**src/hw/rtl/assert_macros.svh**
```systemverilog
// Assertion macros shared by the receiver RTL.
// Each macro expects signals named clk and rst_n in the scope where it is used.
`ifndef ASSERT_MACROS_SVH
`define ASSERT_MACROS_SVH

// Same-cycle implication, disabled while reset is asserted.
`define ASSERT_IMPL(lbl, ante, cons, msg) \
  lbl: assert property (@(posedge clk) disable iff (!rst_n) (ante) |-> (cons)) \
    else $error(msg);

// Next-cycle implication, disabled while reset is asserted.
`define ASSERT_NEXT(lbl, ante, cons, msg) \
  lbl: assert property (@(posedge clk) disable iff (!rst_n) (ante) |=> (cons)) \
    else $error(msg);

`endif

```
**src/hw/rtl/bsfr_pkg.sv**
```systemverilog
// Package for the byte-stuffed frame receiver: item types, codes, command structs
// and the CRC-16 byte update. No dependencies.
package bsfr_pkg;

  localparam logic [7:0]  FLAG_BYTE = 8'h7E;
  localparam logic [7:0]  ESC_BYTE  = 8'h7D;
  localparam logic [7:0]  ESC_XOR   = 8'h20;
  localparam logic [15:0] CRC_INIT  = 16'hFFFF;
  localparam logic [15:0] CRC_POLY  = 16'h1021;
  localparam logic [15:0] CRC_XOROUT = 16'hFFFF;
  localparam logic [15:0] CRC_MSB   = 16'h8000;

  // Byte counter width; holds INFO_BYTES + 5 for the largest supported payload.
  localparam int CNT_W     = 7;
  localparam int CFG_IDX_W = 2;

  localparam logic [7:0] ADDR_RESET  = 8'd0;
  localparam logic [7:0] CODE_A_RESET = 8'd1;
  localparam logic [7:0] CODE_B_RESET = 8'd2;

  typedef enum logic [CFG_IDX_W-1:0] {
    CFG_EXPECTED_ADDRESS = 2'd0,
    CFG_COMMAND_CODE_A   = 2'd1,
    CFG_COMMAND_CODE_B   = 2'd2
  } cfg_reg_t;

  typedef enum logic [2:0] {
    FS_OK        = 3'd0,
    FS_BAD_LEN   = 3'd1,
    FS_BAD_ADDR  = 3'd2,
    FS_BAD_CMD   = 3'd3,
    FS_BAD_CHECK = 3'd4
  } frame_status_t;

  typedef enum logic [1:0] {
    CS_RECV,
    CS_CLOSE,
    CS_LOAD
  } ctrl_state_t;

  typedef struct packed {
    logic [7:0] rx_byte;
  } in_item_t;

  typedef struct packed {
    logic [7:0] payload_byte;
    logic [7:0] frame_address;
    logic [7:0] frame_command;
    logic [2:0] frame_status;
    logic       last_of_run;
  } out_item_t;

  typedef struct packed {
    logic in_ready;
    logic byte_en;
    logic ram_rd;
    logic rd_first;
    logic advance;
    logic load_status;
    logic load_payload;
    logic rearm;
  } dp_cmd_t;

  typedef struct packed {
    logic close_flag;
    logic frame_ok;
    logic last_idx;
    logic out_free;
  } dp_sts_t;

  // One byte into the CRC-16 register, MSB first.
  function automatic logic [15:0] crc16_update(input logic [15:0] crc, input logic [7:0] b);
    logic [15:0] c;
    c = crc ^ {b, 8'h00};
    for (int i = 0; i < 8; i++) begin
      if ((c & CRC_MSB) != 16'h0000) begin
        c = (c << 1) ^ CRC_POLY;
      end else begin
        c = c << 1;
      end
    end
    return c;
  endfunction

endpackage

```
**src/hw/rtl/bsfr_stream_if.sv**
```systemverilog
// Valid/ready stream interface used for the byte input and the result output.
// The payload type is a parameter; no other dependencies.
interface bsfr_stream_if #(
  parameter type item_t = logic [7:0]
) ();
  logic  valid;
  logic  ready;
  item_t data;

  modport source (output valid, output data, input ready);
  modport sink   (input valid, input data, output ready);
endinterface

```
**src/hw/rtl/byte_stuffed_frame_receiver.sv**
```systemverilog
// Byte-stuffed frame receiver with CRC-16 check, top level.
// Throughput: one link byte per cycle while a frame is being received.
// At a closing flag the input stalls: a failure status is loaded into the output register
// once it is free, and a good frame's payload streams 1 byte per cycle out of the
// payload RAM port while the sink applies no back-pressure.
// Reset is synchronous and active low; it restores the register defaults and rearms.
`include "assert_macros.svh"

module byte_stuffed_frame_receiver import bsfr_pkg::*; #(
  parameter int INFO_BYTES = 16
) (
  input  logic                 clk,
  input  logic                 rst_n,
  input  logic                 cfg_we,
  input  logic [CFG_IDX_W-1:0] cfg_idx,
  input  logic [7:0]           cfg_wdata,
  bsfr_stream_if.sink          in_ch,
  bsfr_stream_if.source        out_ch
);

  // The controller decides when a byte is taken and when results are released; the
  // datapath holds every stored field, the CRC, the payload RAM and the output register.
  // The output register lets the next frame start arriving while the final result of
  // the previous one still waits for the sink.
  dp_cmd_t   cmd;
  dp_sts_t   sts;
  in_item_t  in_item;
  out_item_t out_item;
  logic      out_valid;

  // Terms used by the checks at the end of the module.
  logic      fail_shown;
  logic      fail_shape_ok;
  logic      run_open;
  logic      result_load;
  logic      close_taken;

  assign in_item     = in_ch.data;
  assign in_ch.ready = cmd.in_ready;

  bsfr_ctrl u_ctrl (
    .clk      (clk),
    .rst_n    (rst_n),
    .in_valid (in_ch.valid),
    .sts      (sts),
    .cmd      (cmd)
  );

  bsfr_dp #(
    .INFO_BYTES (INFO_BYTES)
  ) u_dp (
    .clk       (clk),
    .rst_n     (rst_n),
    .cfg_we    (cfg_we),
    .cfg_idx   (cfg_idx),
    .cfg_wdata (cfg_wdata),
    .in_data   (in_item),
    .out_ready (out_ch.ready),
    .out_valid (out_valid),
    .out_data  (out_item),
    .cmd       (cmd),
    .sts       (sts)
  );

  assign out_ch.valid = out_valid;
  assign out_ch.data  = out_item;

  assign fail_shown    = out_ch.valid && (out_item.frame_status != FS_OK);
  assign fail_shape_ok = out_item.last_of_run && (out_item.payload_byte == 8'h00);
  assign run_open      = out_ch.valid && !out_item.last_of_run;
  assign result_load   = cmd.load_status || cmd.load_payload;
  assign close_taken   = in_ch.valid && in_ch.ready && sts.close_flag;

  // A failure status is always a single result with a zero payload byte.
  `ASSERT_IMPL(a_fail_is_single, fail_shown, fail_shape_ok, "failure result not single")

  // While a payload run is still being released no link byte is taken.
  `ASSERT_IMPL(a_run_blocks_input, run_open, !in_ch.ready, "input taken during a payload run")

  // Results are only loaded when the controller is not taking bytes.
  `ASSERT_IMPL(a_load_excl_intake, result_load, !cmd.byte_en, "load overlaps intake")

  // A closing flag taken from the link stops intake on the next cycle.
  `ASSERT_NEXT(a_close_stalls, close_taken, !in_ch.ready, "intake after a closing flag")

endmodule

```
**src/hw/rtl/bsfr_ram.sv**
```systemverilog
// Generic single-write, single-read RAM with registered read data.
// No dependencies.
module bsfr_ram #(
  parameter int WIDTH = 8,
  parameter int DEPTH = 16,
  localparam int AW = (DEPTH > 1) ? $clog2(DEPTH) : 1
) (
  input  logic             clk,
  input  logic             we,
  input  logic [AW-1:0]    waddr,
  input  logic [WIDTH-1:0] wdata,
  input  logic             re,
  input  logic [AW-1:0]    raddr,
  output logic [WIDTH-1:0] rdata
);

  logic [WIDTH-1:0] mem [DEPTH];
  logic [WIDTH-1:0] rdata_r;

  always_ff @(posedge clk) begin
    if (we) begin
      mem[waddr] <= wdata;
    end
    if (re) begin
      rdata_r <= mem[raddr];
    end
  end

  assign rdata = rdata_r;

endmodule

```
**src/hw/rtl/bsfr_ctrl.sv**
```systemverilog
// Controller state machine: byte intake, frame close decision and result release.
// Depends on bsfr_pkg.
module bsfr_ctrl import bsfr_pkg::*; (
  input  logic    clk,
  input  logic    rst_n,
  input  logic    in_valid,
  input  dp_sts_t sts,
  output dp_cmd_t cmd
);

  ctrl_state_t state_r, state_nxt;

  always_ff @(posedge clk) begin
    if (!rst_n) begin
      state_r <= CS_RECV;
    end else begin
      state_r <= state_nxt;
    end
  end

  always_comb begin
    state_nxt = state_r;
    cmd       = '0;
    case (state_r)
      CS_RECV: begin
        cmd.in_ready = 1'b1;
        cmd.byte_en  = in_valid;
        if (in_valid && sts.close_flag) begin
          state_nxt = CS_CLOSE;
        end
      end
      CS_CLOSE: begin
        if (!sts.frame_ok) begin
          if (sts.out_free) begin
            cmd.load_status = 1'b1;
            cmd.rearm       = 1'b1;
            state_nxt       = CS_RECV;
          end
        end else begin
          cmd.ram_rd   = 1'b1;
          cmd.rd_first = 1'b1;
          state_nxt    = CS_LOAD;
        end
      end
      CS_LOAD: begin
        if (sts.out_free) begin
          cmd.load_payload = 1'b1;
          if (sts.last_idx) begin
            cmd.rearm = 1'b1;
            state_nxt = CS_RECV;
          end else begin
            cmd.advance = 1'b1;
            cmd.ram_rd  = 1'b1;
          end
        end
      end
      default: begin
        state_nxt = CS_RECV;
      end
    endcase
  end

endmodule

```
**src/hw/rtl/bsfr_dp.sv**
```systemverilog
// Datapath: unstuffing, field capture, CRC-16, frame checks, payload RAM and
// the output register. Depends on bsfr_pkg and bsfr_ram.
module bsfr_dp import bsfr_pkg::*; #(
  parameter int INFO_BYTES = 16,
  localparam int IDX_W = (INFO_BYTES > 1) ? $clog2(INFO_BYTES) : 1
) (
  input  logic                 clk,
  input  logic                 rst_n,
  input  logic                 cfg_we,
  input  logic [CFG_IDX_W-1:0] cfg_idx,
  input  logic [7:0]           cfg_wdata,
  input  in_item_t             in_data,
  input  logic                 out_ready,
  output logic                 out_valid,
  output out_item_t            out_data,
  input  dp_cmd_t              cmd,
  output dp_sts_t              sts
);

  localparam logic [CNT_W-1:0] CNT_CHK1 = CNT_W'(INFO_BYTES + 2);
  localparam logic [CNT_W-1:0] CNT_CHK2 = CNT_W'(INFO_BYTES + 3);
  localparam logic [CNT_W-1:0] CNT_LEN  = CNT_W'(INFO_BYTES + 4);
  localparam logic [CNT_W-1:0] CNT_MAX  = CNT_W'(INFO_BYTES + 5);
  localparam logic [IDX_W-1:0] LAST_K   = IDX_W'(INFO_BYTES - 1);

  logic [7:0]       exp_addr_r, code_a_r, code_b_r;
  logic             in_frame_r, esc_r;
  logic [CNT_W-1:0] count_r;
  logic [7:0]       addr_r, command_r, chk1_r, chk2_r;
  logic [15:0]      crc_r;
  logic [IDX_W-1:0] k_r;
  logic             out_valid_r;
  out_item_t        out_r;

  logic [7:0]       rx, data_byte;
  logic             is_esc, is_flag, is_data, take_data;
  logic [15:0]      crc_fin;
  frame_status_t    status;
  logic             ram_we;
  logic [IDX_W-1:0] ram_waddr, ram_raddr;
  logic [7:0]       ram_rdata;

  assign rx        = in_data.rx_byte;
  assign data_byte = esc_r ? (rx ^ ESC_XOR) : rx;
  assign is_esc    = !esc_r && (rx == ESC_BYTE);
  assign is_flag   = !esc_r && (rx == FLAG_BYTE);
  assign is_data   = !is_esc && !is_flag;
  assign take_data = cmd.byte_en && is_data && in_frame_r;

  assign crc_fin = crc_r ^ CRC_XOROUT;

  always_comb begin
    if (count_r != CNT_LEN) begin
      status = FS_BAD_LEN;
    end else if (addr_r != exp_addr_r) begin
      status = FS_BAD_ADDR;
    end else if ((command_r != code_a_r) && (command_r != code_b_r)) begin
      status = FS_BAD_CMD;
    end else if ((chk1_r != crc_fin[7:0]) || (chk2_r != crc_fin[15:8])) begin
      status = FS_BAD_CHECK;
    end else begin
      status = FS_OK;
    end
  end

  assign sts.close_flag = is_flag && in_frame_r;
  assign sts.frame_ok   = (status == FS_OK);
  assign sts.last_idx   = (k_r == LAST_K);
  assign sts.out_free   = !out_valid_r || out_ready;

  // Payload bytes sit at counts 2 .. INFO_BYTES+1.
  assign ram_we    = take_data && (count_r >= CNT_W'(2)) && (count_r < CNT_CHK1);
  assign ram_waddr = IDX_W'(count_r - CNT_W'(2));
  assign ram_raddr = cmd.rd_first ? '0 : IDX_W'(k_r + 1'b1);

  bsfr_ram #(
    .WIDTH (8),
    .DEPTH (INFO_BYTES)
  ) u_payload_ram (
    .clk   (clk),
    .we    (ram_we),
    .waddr (ram_waddr),
    .wdata (data_byte),
    .re    (cmd.ram_rd),
    .raddr (ram_raddr),
    .rdata (ram_rdata)
  );

  always_ff @(posedge clk) begin
    if (!rst_n) begin
      exp_addr_r  <= ADDR_RESET;
      code_a_r    <= CODE_A_RESET;
      code_b_r    <= CODE_B_RESET;
      in_frame_r  <= 1'b0;
      esc_r       <= 1'b0;
      count_r     <= '0;
      addr_r      <= '0;
      command_r   <= '0;
      chk1_r      <= '0;
      chk2_r      <= '0;
      crc_r       <= CRC_INIT;
      k_r         <= '0;
      out_valid_r <= 1'b0;
    end else begin
      if (cfg_we) begin
        case (cfg_idx)
          CFG_EXPECTED_ADDRESS: exp_addr_r <= cfg_wdata;
          CFG_COMMAND_CODE_A:   code_a_r   <= cfg_wdata;
          CFG_COMMAND_CODE_B:   code_b_r   <= cfg_wdata;
          default: begin
          end
        endcase
      end

      if (cmd.rearm) begin
        in_frame_r <= 1'b0;
        esc_r      <= 1'b0;
        count_r    <= '0;
        addr_r     <= '0;
        command_r  <= '0;
        chk1_r     <= '0;
        chk2_r     <= '0;
        crc_r      <= CRC_INIT;
      end else if (cmd.byte_en) begin
        esc_r <= is_esc;
        if (is_flag && !in_frame_r) begin
          in_frame_r <= 1'b1;
          count_r    <= '0;
        end
        if (take_data) begin
          if (count_r == CNT_W'(0)) begin
            addr_r <= data_byte;
          end else if (count_r == CNT_W'(1)) begin
            command_r <= data_byte;
          end else if (count_r == CNT_CHK1) begin
            chk1_r <= data_byte;
          end else if (count_r == CNT_CHK2) begin
            chk2_r <= data_byte;
          end
          if (count_r < CNT_CHK1) begin
            crc_r <= crc16_update(crc_r, data_byte);
          end
          if (count_r < CNT_MAX) begin
            count_r <= count_r + 1'b1;
          end
        end
      end

      if (cmd.rd_first) begin
        k_r <= '0;
      end else if (cmd.advance) begin
        k_r <= k_r + 1'b1;
      end

      if (cmd.load_status || cmd.load_payload) begin
        out_valid_r <= 1'b1;
      end else if (out_ready) begin
        out_valid_r <= 1'b0;
      end
    end
  end

  always_ff @(posedge clk) begin
    if (cmd.load_status) begin
      out_r.payload_byte  <= '0;
      out_r.frame_address <= addr_r;
      out_r.frame_command <= command_r;
      out_r.frame_status  <= status;
      out_r.last_of_run   <= 1'b1;
    end else if (cmd.load_payload) begin
      out_r.payload_byte  <= ram_rdata;
      out_r.frame_address <= addr_r;
      out_r.frame_command <= command_r;
      out_r.frame_status  <= FS_OK;
      out_r.last_of_run   <= (k_r == LAST_K);
    end
  end

  assign out_valid = out_valid_r;
  assign out_data  = out_r;

endmodule

```
**src/flat_wrapper.sv**
```systemverilog
// flat-port wrapper written by rule: the top's interface ports become plain ports
module byte_stuffed_frame_receiver_flat import bsfr_pkg::*;
#(
  parameter int INFO_BYTES = 16
)
  (clk, rst_n, cfg_we, cfg_idx, cfg_wdata, in_ch_valid, in_ch_data, in_ch_ready, out_ch_valid, out_ch_data, out_ch_ready);
  bsfr_stream_if #(.item_t(in_item_t)) in_ch_i ();
  bsfr_stream_if #(.item_t(out_item_t)) out_ch_i ();
  input  logic clk;
  input  logic rst_n;
  input  logic cfg_we;
  input  logic [CFG_IDX_W-1:0] cfg_idx;
  input  logic [7:0] cfg_wdata;
  input wire logic [$bits(in_ch_i.valid)-1:0] in_ch_valid;
  input wire logic [$bits(in_ch_i.data)-1:0] in_ch_data;
  output wire logic [$bits(in_ch_i.ready)-1:0] in_ch_ready;
  output wire logic [$bits(out_ch_i.valid)-1:0] out_ch_valid;
  output wire logic [$bits(out_ch_i.data)-1:0] out_ch_data;
  input wire logic [$bits(out_ch_i.ready)-1:0] out_ch_ready;
  assign in_ch_i.valid = in_ch_valid;
  assign in_ch_i.data = in_ch_data;
  assign in_ch_ready = in_ch_i.ready;
  assign out_ch_valid = out_ch_i.valid;
  assign out_ch_data = out_ch_i.data;
  assign out_ch_i.ready = out_ch_ready;
  byte_stuffed_frame_receiver #(.INFO_BYTES(INFO_BYTES)) u_core (.clk(clk), .rst_n(rst_n), .cfg_we(cfg_we), .cfg_idx(cfg_idx), .cfg_wdata(cfg_wdata), .in_ch(in_ch_i), .out_ch(out_ch_i));
endmodule
```
**config.mk**
```make
export PLATFORM = sky130hd
export DESIGN_NAME = byte_stuffed_frame_receiver_flat
export DESIGN_NICKNAME = d
export VERILOG_FILES = /design/src/hw/rtl/bsfr_pkg.sv /design/src/hw/rtl/bsfr_stream_if.sv /design/src/hw/rtl/byte_stuffed_frame_receiver.sv /design/src/hw/rtl/bsfr_ram.sv /design/src/hw/rtl/bsfr_ctrl.sv /design/src/hw/rtl/bsfr_dp.sv /design/src/flat_wrapper.sv
export VERILOG_INCLUDE_DIRS = /design/src /design/src/hw/rtl
export SDC_FILE = /design/constraint.sdc
export NUM_CORES = 1
export LEC_CHECK = 0
export BUFFER_PORTS_ARGS = -buffer_cell sky130_fd_sc_hd__buf_2
export CELL_PAD_IN_SITES_DETAIL_PLACEMENT = 1
export CELL_PAD_IN_SITES_GLOBAL_PLACEMENT = 2
export CORE_MARGIN = 2
export CORE_UTILIZATION = 30
export CTS_BUF_LIST = sky130_fd_sc_hd__clkbuf_8
export DETAILED_ROUTE_END_ITERATION = 10
export HOLD_SLACK_MARGIN = 0.06
export PLACE_DENSITY_LB_ADDON = 0.1
export SETUP_SLACK_MARGIN = 0.1
export SYNTH_ARGS = -nofsm -noshare
export SYNTH_HDL_FRONTEND = slang
export SYNTH_SLANG_ARGS = --single-unit
```
**constraint.sdc**
```tcl
create_clock -name clk -period 3.2 [get_ports clk]
set_input_delay 0.96 -clock clk [delete_from_list [all_inputs] [get_ports clk]]
set_output_delay 0.96 -clock clk [all_outputs]
set_load 0.02 [all_outputs]
```
## Word level (Yosys, flattened, before mapping)

Memory sizes are Yosys's and may differ from the RTL's. A register that Yosys moved wholly into a read port is not among the register bits.
Cells that the tools add are included.

- RAM bits: 128
- Bits of input ports: 23
- Memories kept: 1
- Output and inout port bits: 30
- Register bits after elaboration: 116

Memories:

| name | words | bits a word | read ports | clocked after memory_dff | wr ports | RTL line | RTL |
|---|---|---|---|---|---|---|---|
| u_core.u_dp.u_payload_ram.mem | 16 | 8 | 1 | 1 | 1 | bsfr_ram.sv:17 | `logic [WIDTH-1:0] mem [DEPTH];` |

- Muxes and demuxes: 78
- Equal/unequal tests: 20
- Add/subtract/negate cells: 3
- Bitwise logic cells: 15
- $lt $le $gt $ge: 3
- Reductions and logical operators: 37

Operators with widths:

| kind | count |
|---|---|
| $mux 16 | 35 |
| $mux 13 | 8 |
| $mux 20 | 2 |
| $ne 8x8->1 | 5 |
| $not 3->3 | 8 |
| $mux 7 | 3 |
| $eq 8x7->1 const B | 2 |
| $mux 2 | 8 |
| $not 16->16 | 1 |
| $xor 16x16->16 | 1 |
| $eq 7x5->1 const B | 2 |
| $lt 7x5->1 const B | 2 |
| $mux 1 | 13 |
| $mux 3 | 4 |
| $logic_and 1x1->1 | 11 |
| $reduce_and 2->1 | 4 |
| $reduce_and 4->1 | 2 |
| $add 7x1->7 const B | 1 |
| $eq 7x1->1 const B | 1 |
| $ge 7x2->1 const B | 1 |
| $logic_not 7->1 | 1 |
| $ne 7x5->1 const B | 1 |
| $mux 6 | 1 |
| $pmux 2 s3 | 1 |
| other kinds (20) | 38 |

## Depth between registers and ports, before layout

Gate-level depths: netlist (run 1).

- Depth after elaboration: 56
- Gate-level depth with buffers: 10
- Gate-level depth less buffers: 8

## Hierarchy

A second synthesis (run 1) with hierarchy kept.

- Cells, all modules: 764
- Area total of the unflattened synthesis: 10695.3 sq um

By module, submodules not included:

| module | cells an instance | seq. area each (sq um) | times used | area each (sq um) |
|---|---|---|---|---|
| bsfr_ram | 229 | 4083.9 | 1 | 5227.5 |
| bsfr_dp | 503 | 2472.4 | 1 | 5221.3 |
| bsfr_ctrl | 32 | 40.0 | 1 | 246.5 |

## Worst setup path before layout (run 1)

OpenSTA, ideal clock, no wires.

- Kind: input to register
- From: input in_ch_data[0]
- To: memory u_core.u_dp.u_payload_ram.mem[13][0] (enable)
- Arrival: 2873 ps
- Path buffers: 2
- Cell stages on the path: 8
- Setup slack: -43 ps
- Data required time: 2830 ps
- Cells stage by stage: clkbuf_1 xnor2_1 o311a_1 nor2b_1 clkbuf_1 and2_1 nand2_1 nor2_1

- Cells in the longest elaborated chain, start to end: 10
- Elaborated cells between the ends (all ways): 13

Ends and longest elaborated chain:

| what | RTL line | RTL |
|---|---|---|
| start: declaration | flat_wrapper.sv:15 | `input wire logic [$bits(in_ch_i.data)-1:0] in_ch_data;` |
| $eq 8x7->1, on equally long branches | bsfr_dp.sv:45, bsfr_dp.sv:46 |  |
| $logic_and 1x1->1, on equally long branches | bsfr_dp.sv:45, bsfr_dp.sv:46 |  |
| $logic_not 1->1 | bsfr_dp.sv:47 | `assign is_data = !is_esc && !is_flag;` |
| $logic_and 1x1->1 (*) | bsfr_dp.sv:47 |  |
| $logic_and 1x1->1 (*) (2 in series) | bsfr_dp.sv:48 | `assign take_data = cmd.byte_en && is_data && in_frame_r;` |
| $logic_and 1x1->1 (*) (2 in series) | bsfr_dp.sv:72 | `assign ram_we = take_data && (count_r >= CNT_W'(2)) && (count_r < CNT_CHK1);` |
| $mux 1 (*) | bsfr_ram.sv:21 | `if (we) begin` |
| $mux 1 (not written as such) (*) | bsfr_ram.sv:22 | `mem[waddr] <= wdata;` |
| end: declaration | bsfr_ram.sv:17 |  |

Every way passes the cells marked *; elsewhere a longest branch is shown, timed or not.

## Worst setup path after layout (run 1)

- From: register u_core.u_dp.count_r[0]
- To: register u_core.u_dp.crc_r[11]

- Cells in the longest elaborated chain, start to end: 6
- Elaborated cells between the ends (all ways): 8

Ends and longest elaborated chain:

| what | RTL line | RTL |
|---|---|---|
| start: declaration | bsfr_dp.sv:28 | `logic [CNT_W-1:0] count_r;` |
| start signal: assignment | bsfr_dp.sv:144 | `count_r <= count_r + 1'b1;` |
| $ne 7x5->1 | bsfr_dp.sv:53 | `if (count_r != CNT_LEN) begin` |
| $mux 3 | bsfr_dp.sv:53 |  |
| $logic_not 3->1 | bsfr_dp.sv:67 | `assign sts.frame_ok = (status == FS_OK);` |
| $mux 1 | bsfr_ctrl.sv:33 | `if (!sts.frame_ok) begin` |
| $pmux 1 s2 | bsfr_ctrl.sv:24 | `case (state_r)` |
| $reduce_or 2->1 (no source line) | - |  |
| end signal: assignment | bsfr_dp.sv:141 | `crc_r <= crc16_update(crc_r, data_byte);` |
| end: declaration | bsfr_dp.sv:30 | `logic [15:0] crc_r;` |

Several ways; a longest one is shown, not always the timed one.
A chain may end at the register's enable or synchronous reset.

==> results_dict.tcl, run 1 <==
set metrics [dict create \
    yosysTopAreaCell "edfxtp_1" \
    setup_tns_ns 0 \
    max-clock-path-buffers 3 \
    clkTransAtPathRegs_ns 0.06 \
    ant_nets 0 \
    slowest_delay_ns 0.44 \
    synthFlopType "edfxtp_1" \
    die_y_um 194 \
    power_density_nw_per_um2 487 \
    die-area_um2 37700 \
    finalNetCount 1036 \
    hold_viol_final 0 \
    grt_pass1_wl_um 46400 \
    areaGrowthSynthToFinish_pct 19.7 \
    worstPathArrival_ns 3.33 \
    yosysTopAreaCellShare_pct 42.9 \
    path_cells "inv_1, ha_1, and4_1, or3b_4, o31a_1, a21oi_2, o21ai_4, buf_12, a211o_1" \
    startpoint_type "register" \
    crit_family "compound AO/OA/AOI/OAI gates" \
    grt_pass1_vias 7427 \
    firstDrtPassIters 4 \
    cts_sinks 252 \
    fin_crit_ns 2.90 \
    ir_drop_v 0.000250 \
    clkLatencyLatePin_ns 0.54 \
    fin_cells 1494 \
    crit_start "u_core.u_dp.count_r[0]" \
    rr_startpoint "u_core.u_dp.count_r[0]" \
    finalCritPeriodShare_pct 90.7 \
    clock.fmax_mhz 344 \
    synth-edff-count 155 \
    grt_max_degree 43 \
    ys_top_cells_by_area "edfxtp_1 (43%), dfxtp_1 (18%), mux2i_1 (7.4%), xnor2_1 (4.7%), nor2_1 (3.3%)" \
    vias 7048 \
    skew_ns 0.0179 \
    setup_slack_ns 0.296 \
    syn_area_per_cell_um2 12.2 \
    syn_nets 922 \
    critPathBufInv 2 \
    place_ws_ns 0.197 \
    cp_data_required_time_ns 3.62 \
    slew_viol_final 0 \
    cts_tree "built" \
    synth-async-reset-ratio_pct 0 \
    overflow 0 \
    hold_class "reg -> reg" \
    mappedNetlistArea_um2 10900 \
    antenna_found_initial 0 \
    gp_congestion 0.741 \
    worstHoldStart "u_core.u_dp.out_data[0]" \
    hpwl_um 20900 \
    initial_core_util_pct 30.5 \
    cpMaxStageDelayCell "or3b_4" \
    end_kind "register" \
    max_cap_violations 0 \
    htree_levels 2 \
    drtIter0Drc 295 \
    numCtsBuffers 44 \
    worst_slew_pin_slew_ns 0.607 \
    drc_errors 0 \
    grt_usage_pct 16.2 \
    crit_type "reg -> reg" \
    setup_violations 0 \
    slew_headroom_pct 59.4 \
    drt-total-wl_um 30400 \
    ys_seq_area_share_pct 60.8 \
    rsz0062_at_grt "no" \
    layout-drive-gt1-share_pct 19.0 \
    status "finished, final reports clean" \
    place_inst 1416 \
    io_pins 53 \
    nFillCells 3888 \
    ys_warn_count 0 \
    die_w_um 194 \
    ys_types 55 \
    portBuffers 52 \
    routedWlPerCell_um 20.3 \
    root_buffer "clkbuf_8" \
    mostFrequentLayoutCell "edfxtp_1" \
    synth_cells 887 \
    power.leakage_nw 4.57 \
    viasPerCell 4.72 \
    placementRows 69 \
    antenna_cells 0 \
    crit_path_max_fanout 24 \
    final_cell_mix "edfxtp_1 (155), dfxtp_1 (96), mux2i_1 (80)" \
    synth-seq-cells 252 \
    core-area_um2 35600 \
]
-- flip-flops by register name, summed over array words and instances (netlist names) --
signal	flops
u_core.u_ctrl.state_r	2
u_core.u_dp.addr_r	8
u_core.u_dp.chk1_r	8
u_core.u_dp.chk2_r	8
u_core.u_dp.code_a_r	8
u_core.u_dp.code_b_r	8
u_core.u_dp.command_r	8
u_core.u_dp.count_r	7
u_core.u_dp.crc_r	16
u_core.u_dp.esc_r	1
u_core.u_dp.exp_addr_r	8
u_core.u_dp.in_frame_r	1
u_core.u_dp.k_r	4
u_core.u_dp.out_data	28
u_core.u_dp.out_valid	1
u_core.u_dp.u_payload_ram.mem	128
u_core.u_dp.u_payload_ram.rdata	8
-- timing repair --
item / CTS / global route
hold buffers: 0 / 0
buffers inserted: 0 / 0
endpoints found under the setup margin: 0 / 13
resized for setup: 0 / 1
-- cells by family (layout without fill, tap and decap cells) --
logic type / Yosys count / after routing / synth area share [%]
simple gates: 267 / 267 / 12.1
flops: 252 / 252 / 60.8
compound gates: 145 / 145 / 8.80
mux: 88 / 88 / 9.04
xor+xnor: 71 / 71 / 5.73
buf+inv: 52 / 198 / 2.18
fa+ha+maj: 12 / 12 / 1.38
-- final cells by class --
cell class | count | area [µm²] | area share, %
inverters | 10 | 37.5 | 0.289
well taps | 461 | 577 | 4.44
repair buffers | 110 | 921 | 7.09
clock inverters | 31 | 128 | 0.982
flip-flops and latches | 252 | 6600 | 50.8
clock buffers | 47 | 647 | 4.98
multi-input cells | 583 | 4090 | 31.4
-- worst paths after layout --
path                                           endpoint  slack (ns)  cells after the start
worst max register to register    u_core.u_dp.crc_r[11]        0.30                      9
worst max-delay path              u_core.u_dp.crc_r[11]        0.30                      9
worst min register to register  u_core.u_dp.out_data[0]        0.44                      2
worst min-delay path            u_core.u_dp.out_data[0]        0.44                      2
-- metrics by stage --
stage	utilization, %	hold WS (ns)	total power [W]	area, µm²
after CTS	36.5	0.450	0.00644	13000
after global placement	34.3	0.434	0.00374	12200
final	36.5	0.442	0.00633	13000
after global routing	36.5	0.483	0.00661	13000
after floorplan	-	0.466	0.00362	10900
after detailed placement	34.3	0.440	0.00374	12200
-- report_power, final --
part           total [W]  internal [W]  switching (W)
logic           0.000212     0.0000742       0.000138
registers        0.00345       0.00345     0.00000751
clock network    0.00266       0.00135        0.00131
total            0.00633       0.00487        0.00146
-- cells in the mapped netlist, drive strengths merged (4+ instances only) --
master / instances
nand3: 7
nor3: 5
mux4: 8
nor4: 6
nand2: 60
inv: 10
buf: 14
nand2b: 16
and2: 4
a211o: 6
o21ai: 34
a21o: 28
nand4: 13
nor2b: 46
xnor2: 58
edfxtp: 155
a32oi: 8
mux2i: 80
a21oi: 44
xor2: 13
a211oi: 4
o2111ai: 8
nor2: 94
dfxtp: 97
ha: 12
clkbuf: 28
-- tightest hold or removal path, stage by stage (launching register included) --
cell	delay, ns
dfxtp_1	0.31
nand2_1	0.05
nand2_1	0.04
-- metal layers --
| layer | up-vias | share of wire (%) | routed length (µm) | GRT usage, % |
|---|---|---|---|---|
| li1 | 3434 | - | - | - |
| met1 | 3458 | 47 | 14400 | 22.2 |
| met4 | 0 | 2.7 | 820 | 5.27 |
| met3 | 49 | 3.2 | 969 | 2.80 |
| met5 | - | 0 | 0 | 0 |
| met2 | 107 | 47 | 14200 | 26.1 |
No activity file was read; power rests on OpenSTA's default activity.
==> run 2, diff against run 1 <==
- SYNTH_HIERARCHICAL: default -> 1
==> results_dict.tcl, run 2 <==
set metrics [dict create \
    worstSetupEndpoint "u_core/u_dp/u_payload_ram/rdata[2]" \
    io_pins 53 \
    yosysMostFrequentCell "edfxtp_1" \
    seqCellArea_um2 6600 \
    routedWlPerCell_um 20.0 \
    rr_startpoint "u_core/u_dp/crc_r[7]" \
    status "finished, final reports clean" \
    skew_ns 0.0323 \
    drtIter0Drc 268 \
    synth-edff-count 155 \
    worstPathArrival_ns 3.19 \
    synthFlopType "edfxtp_1" \
    nFillCells 3699 \
    max-clock-path-buffers 3 \
    die-area_um2 37200 \
    power_density_nw_per_um2 518 \
    syn_area_per_cell_um2 14.0 \
    mostFrequentLayoutCell "edfxtp_1" \
    yosysTopAreaCell "edfxtp_1" \
    ir_drop_v 0.000283 \
    root_buffer "clkbuf_8" \
    yosys.area_share.simple_pct 11.0 \
    synthAdderAreaFrac_pct 1.64 \
    vias 6482 \
    grt_pass1_vias 6935 \
    htree_levels 2 \
    setup_slack_ns 0.305 \
    place_inst 1302 \
    crit_start "u_core/u_dp/crc_r[7]" \
    firstDrtPassIters 4 \
    setup_violations 0 \
    ant_nets 0 \
    r2r-end "u_core/u_dp/u_payload_ram/rdata[2]" \
    regMostFlops "u_core/u_dp/u_payload_ram/mem" \
    finalNetCount 926 \
    clock.fmax_mhz 345 \
    synth.mux.area_fraction_pct 14.0 \
    cts_sinks 252 \
    grt_usage_pct 15.3 \
    fin_crit_ns 2.90 \
    synth-async-reset-ratio_pct 0 \
    core-area_um2 35300 \
    areaGrowthSynthToFinish_pct 21.0 \
    power.leakage_nw 4.95 \
    clkTransAtPathRegs_ns 0.05 \
    end_kind "register" \
    r2r_cells 14 \
    drc_errors 0 \
    placementRows 69 \
    synth_top_family_by_area "multiplexers" \
    layout-drive-gt1-share_pct 24.8 \
    overflow 0 \
    final_cell_mix "edfxtp_1 (155), dfxtp_1 (92), mux2i_1 (72)" \
    slew_headroom_pct 25.6 \
    fin_cells 1387 \
    hold_viol_final 0 \
    hpwl_um 18700 \
    crit_path_max_fanout 24 \
    viasPerCell 4.67 \
    path_cells "xor2_2, nand4_1, nor4_2, buf_4, nand2_1, nor2_2, and2_4, buf_4, nor2b_2, buf_12, buf_4, mux4_1, a22oi_2, nand2_1" \
    cts_tree "built" \
    gp_congestion 0.754 \
    startpoint_type "register" \
    grt_pass1_wl_um 42200 \
    grt_max_degree 33 \
    largest_reg_flops 128 \
    die_w_um 193 \
    die_y_um 193 \
    ys_types 54 \
    syn_nets 801 \
    multi_input_area_um2 3980 \
    rsz0062_at_grt "no" \
    hold_class "reg -> reg" \
    drt-total-wl_um 27700 \
    initial_core_util_pct 30.3 \
    synth_compound_area_share_pct 3.38 \
    synth-seq-cells 252 \
    antenna_found_initial 0 \
    slowest_delay_ns 0.40 \
    cp_data_required_time_ns 3.50 \
    cts_setup_buffers 0 \
    synth_cells 764 \
    cpMostUsedCell "buf_4" \
    ys_seq_area_share_pct 61.7 \
    r2r_slack_ns 0.30 \
    synth-xor-area-share_pct 6.02 \
    cpMaxStageDelayCell "dfxtp_1" \
    clkLatencyLatePin_ns 0.56 \
    yosysTopAreaCellShare_pct 43.5 \
    max_cap_violations 0 \
    netlist_top_cells_count "edfxtp_1 (155), dfxtp_1 (97), mux2i_1 (72), nor2_1 (69), nor2b_1 (44)" \
    mappedNetlistArea_um2 10700 \
    numCtsBuffers 46 \
    slew_viol_final 0 \
    ys_top_cells_by_area "edfxtp_1 (44%), dfxtp_1 (18%), mux2i_1 (6.7%), mux4_2 (3.8%), mux4_1 (3.4%)" \
    ys_warn_count 6 \
    worst_slew_pin_slew_ns 1.11 \
    finalCritPeriodShare_pct 90.5 \
    portBuffers 52 \
    crit_type "reg -> reg" \
    place_ws_ns -0.0601 \
]
==> run 2: cells by family after synthesis <==
group | Yosys count
simple gates | 225
flops | 252
compound gates | 50
xor+xnor | 72
fa+ha+maj | 14
buf+inv | 47
mux | 104
==> run 2: per-layer routing <==
layer | vias up | part of all wire, % | GRT usage [%] | wire length [µm]
li1 | 3059 | - | - | -
met4 | 0 | 1.8 | 4.14 | 488
met1 | 3287 | 44 | 19.6 | 12200
met2 | 98 | 51 | 26.5 | 14000
met5 | - | 0 | 0 | 0
met3 | 38 | 3.5 | 3.06 | 970
==> run 2: area by class of cell <==
type,instances,area share [%]
diodes,1,0.0193
repair buffers,113,6.32
inverters,11,0.319
well taps,461,4.46
clock inverters,37,2.06
flip-flops and latches,252,51.0
multi-input cells,465,30.8
clock buffers,47,5.00
==> run 2: repair_timing <==
action                                 CTS  global route
pin swaps                                0             2
gates resized for setup                  5            11
hold buffers                             0             0
endpoints found under the hold margin    0             0
setup endpoints to repair                5             8
==> run 2: power breakdown <==
group | total, W | internal (W) | switching [W]
logic | 0.000210 | 0.0000785 | 0.000132
clock network | 0.00304 | 0.00170 | 0.00134
registers | 0.00345 | 0.00345 | 0.00000789
==> run 2: through the flow <==
stage | hold WS (ns) | cell area [µm²] | setup TNS [ns] | util (%) | total power [W]
3_3_place_gp | 0.468 | 12000 | -0.0271 | 33.9 | 0.00373
2_1_floorplan | 0.451 | 10800 | 0 | - | 0.00363
4_1_cts | 0.490 | 12900 | 0 | 36.5 | 0.00684
6_report | 0.482 | 12900 | 0 | 36.6 | 0.00670
3_5_place_dp | 0.477 | 12000 | -0.0601 | 33.9 | 0.00374
5_1_grt | 0.508 | 12900 | 0 | 36.6 | 0.00700
==> run 2: worst min path at each step <==
stage,end,cells after the start,slack [ns],startpoint
final,u_core/u_dp/out_data[21],2,0.48,u_core/u_dp/u_payload_ram/rdata[1]
after global routing,u_core/u_dp/out_data[21],2,0.51,u_core/u_dp/u_payload_ram/rdata[1]
after CTS,u_core/u_dp/out_data[21],2,0.49,u_core/u_dp/u_payload_ram/rdata[1]
after detailed placement,u_core/u_dp/out_data[21],2,0.48,u_core/u_dp/u_payload_ram/rdata[1]
after global placement,u_core/u_ctrl/state_r[1],2,0.47,u_core/u_ctrl/state_r[1]
after floorplan,u_core/u_ctrl/state_r[1],2,0.45,u_core/u_ctrl/state_r[1]
==> run 2: critical path, delay by kind of cell, from the launching register on <==
family                 cells  cell delay [ns]
buffers and inverters      4             0.64
flip-flops                 1             0.40
AND/OR/NAND/NOR            7             0.91
multiplexers               1             0.30
XOR/XNOR                   1             0.19
AO/OA/AOI/OAI              1             0.21
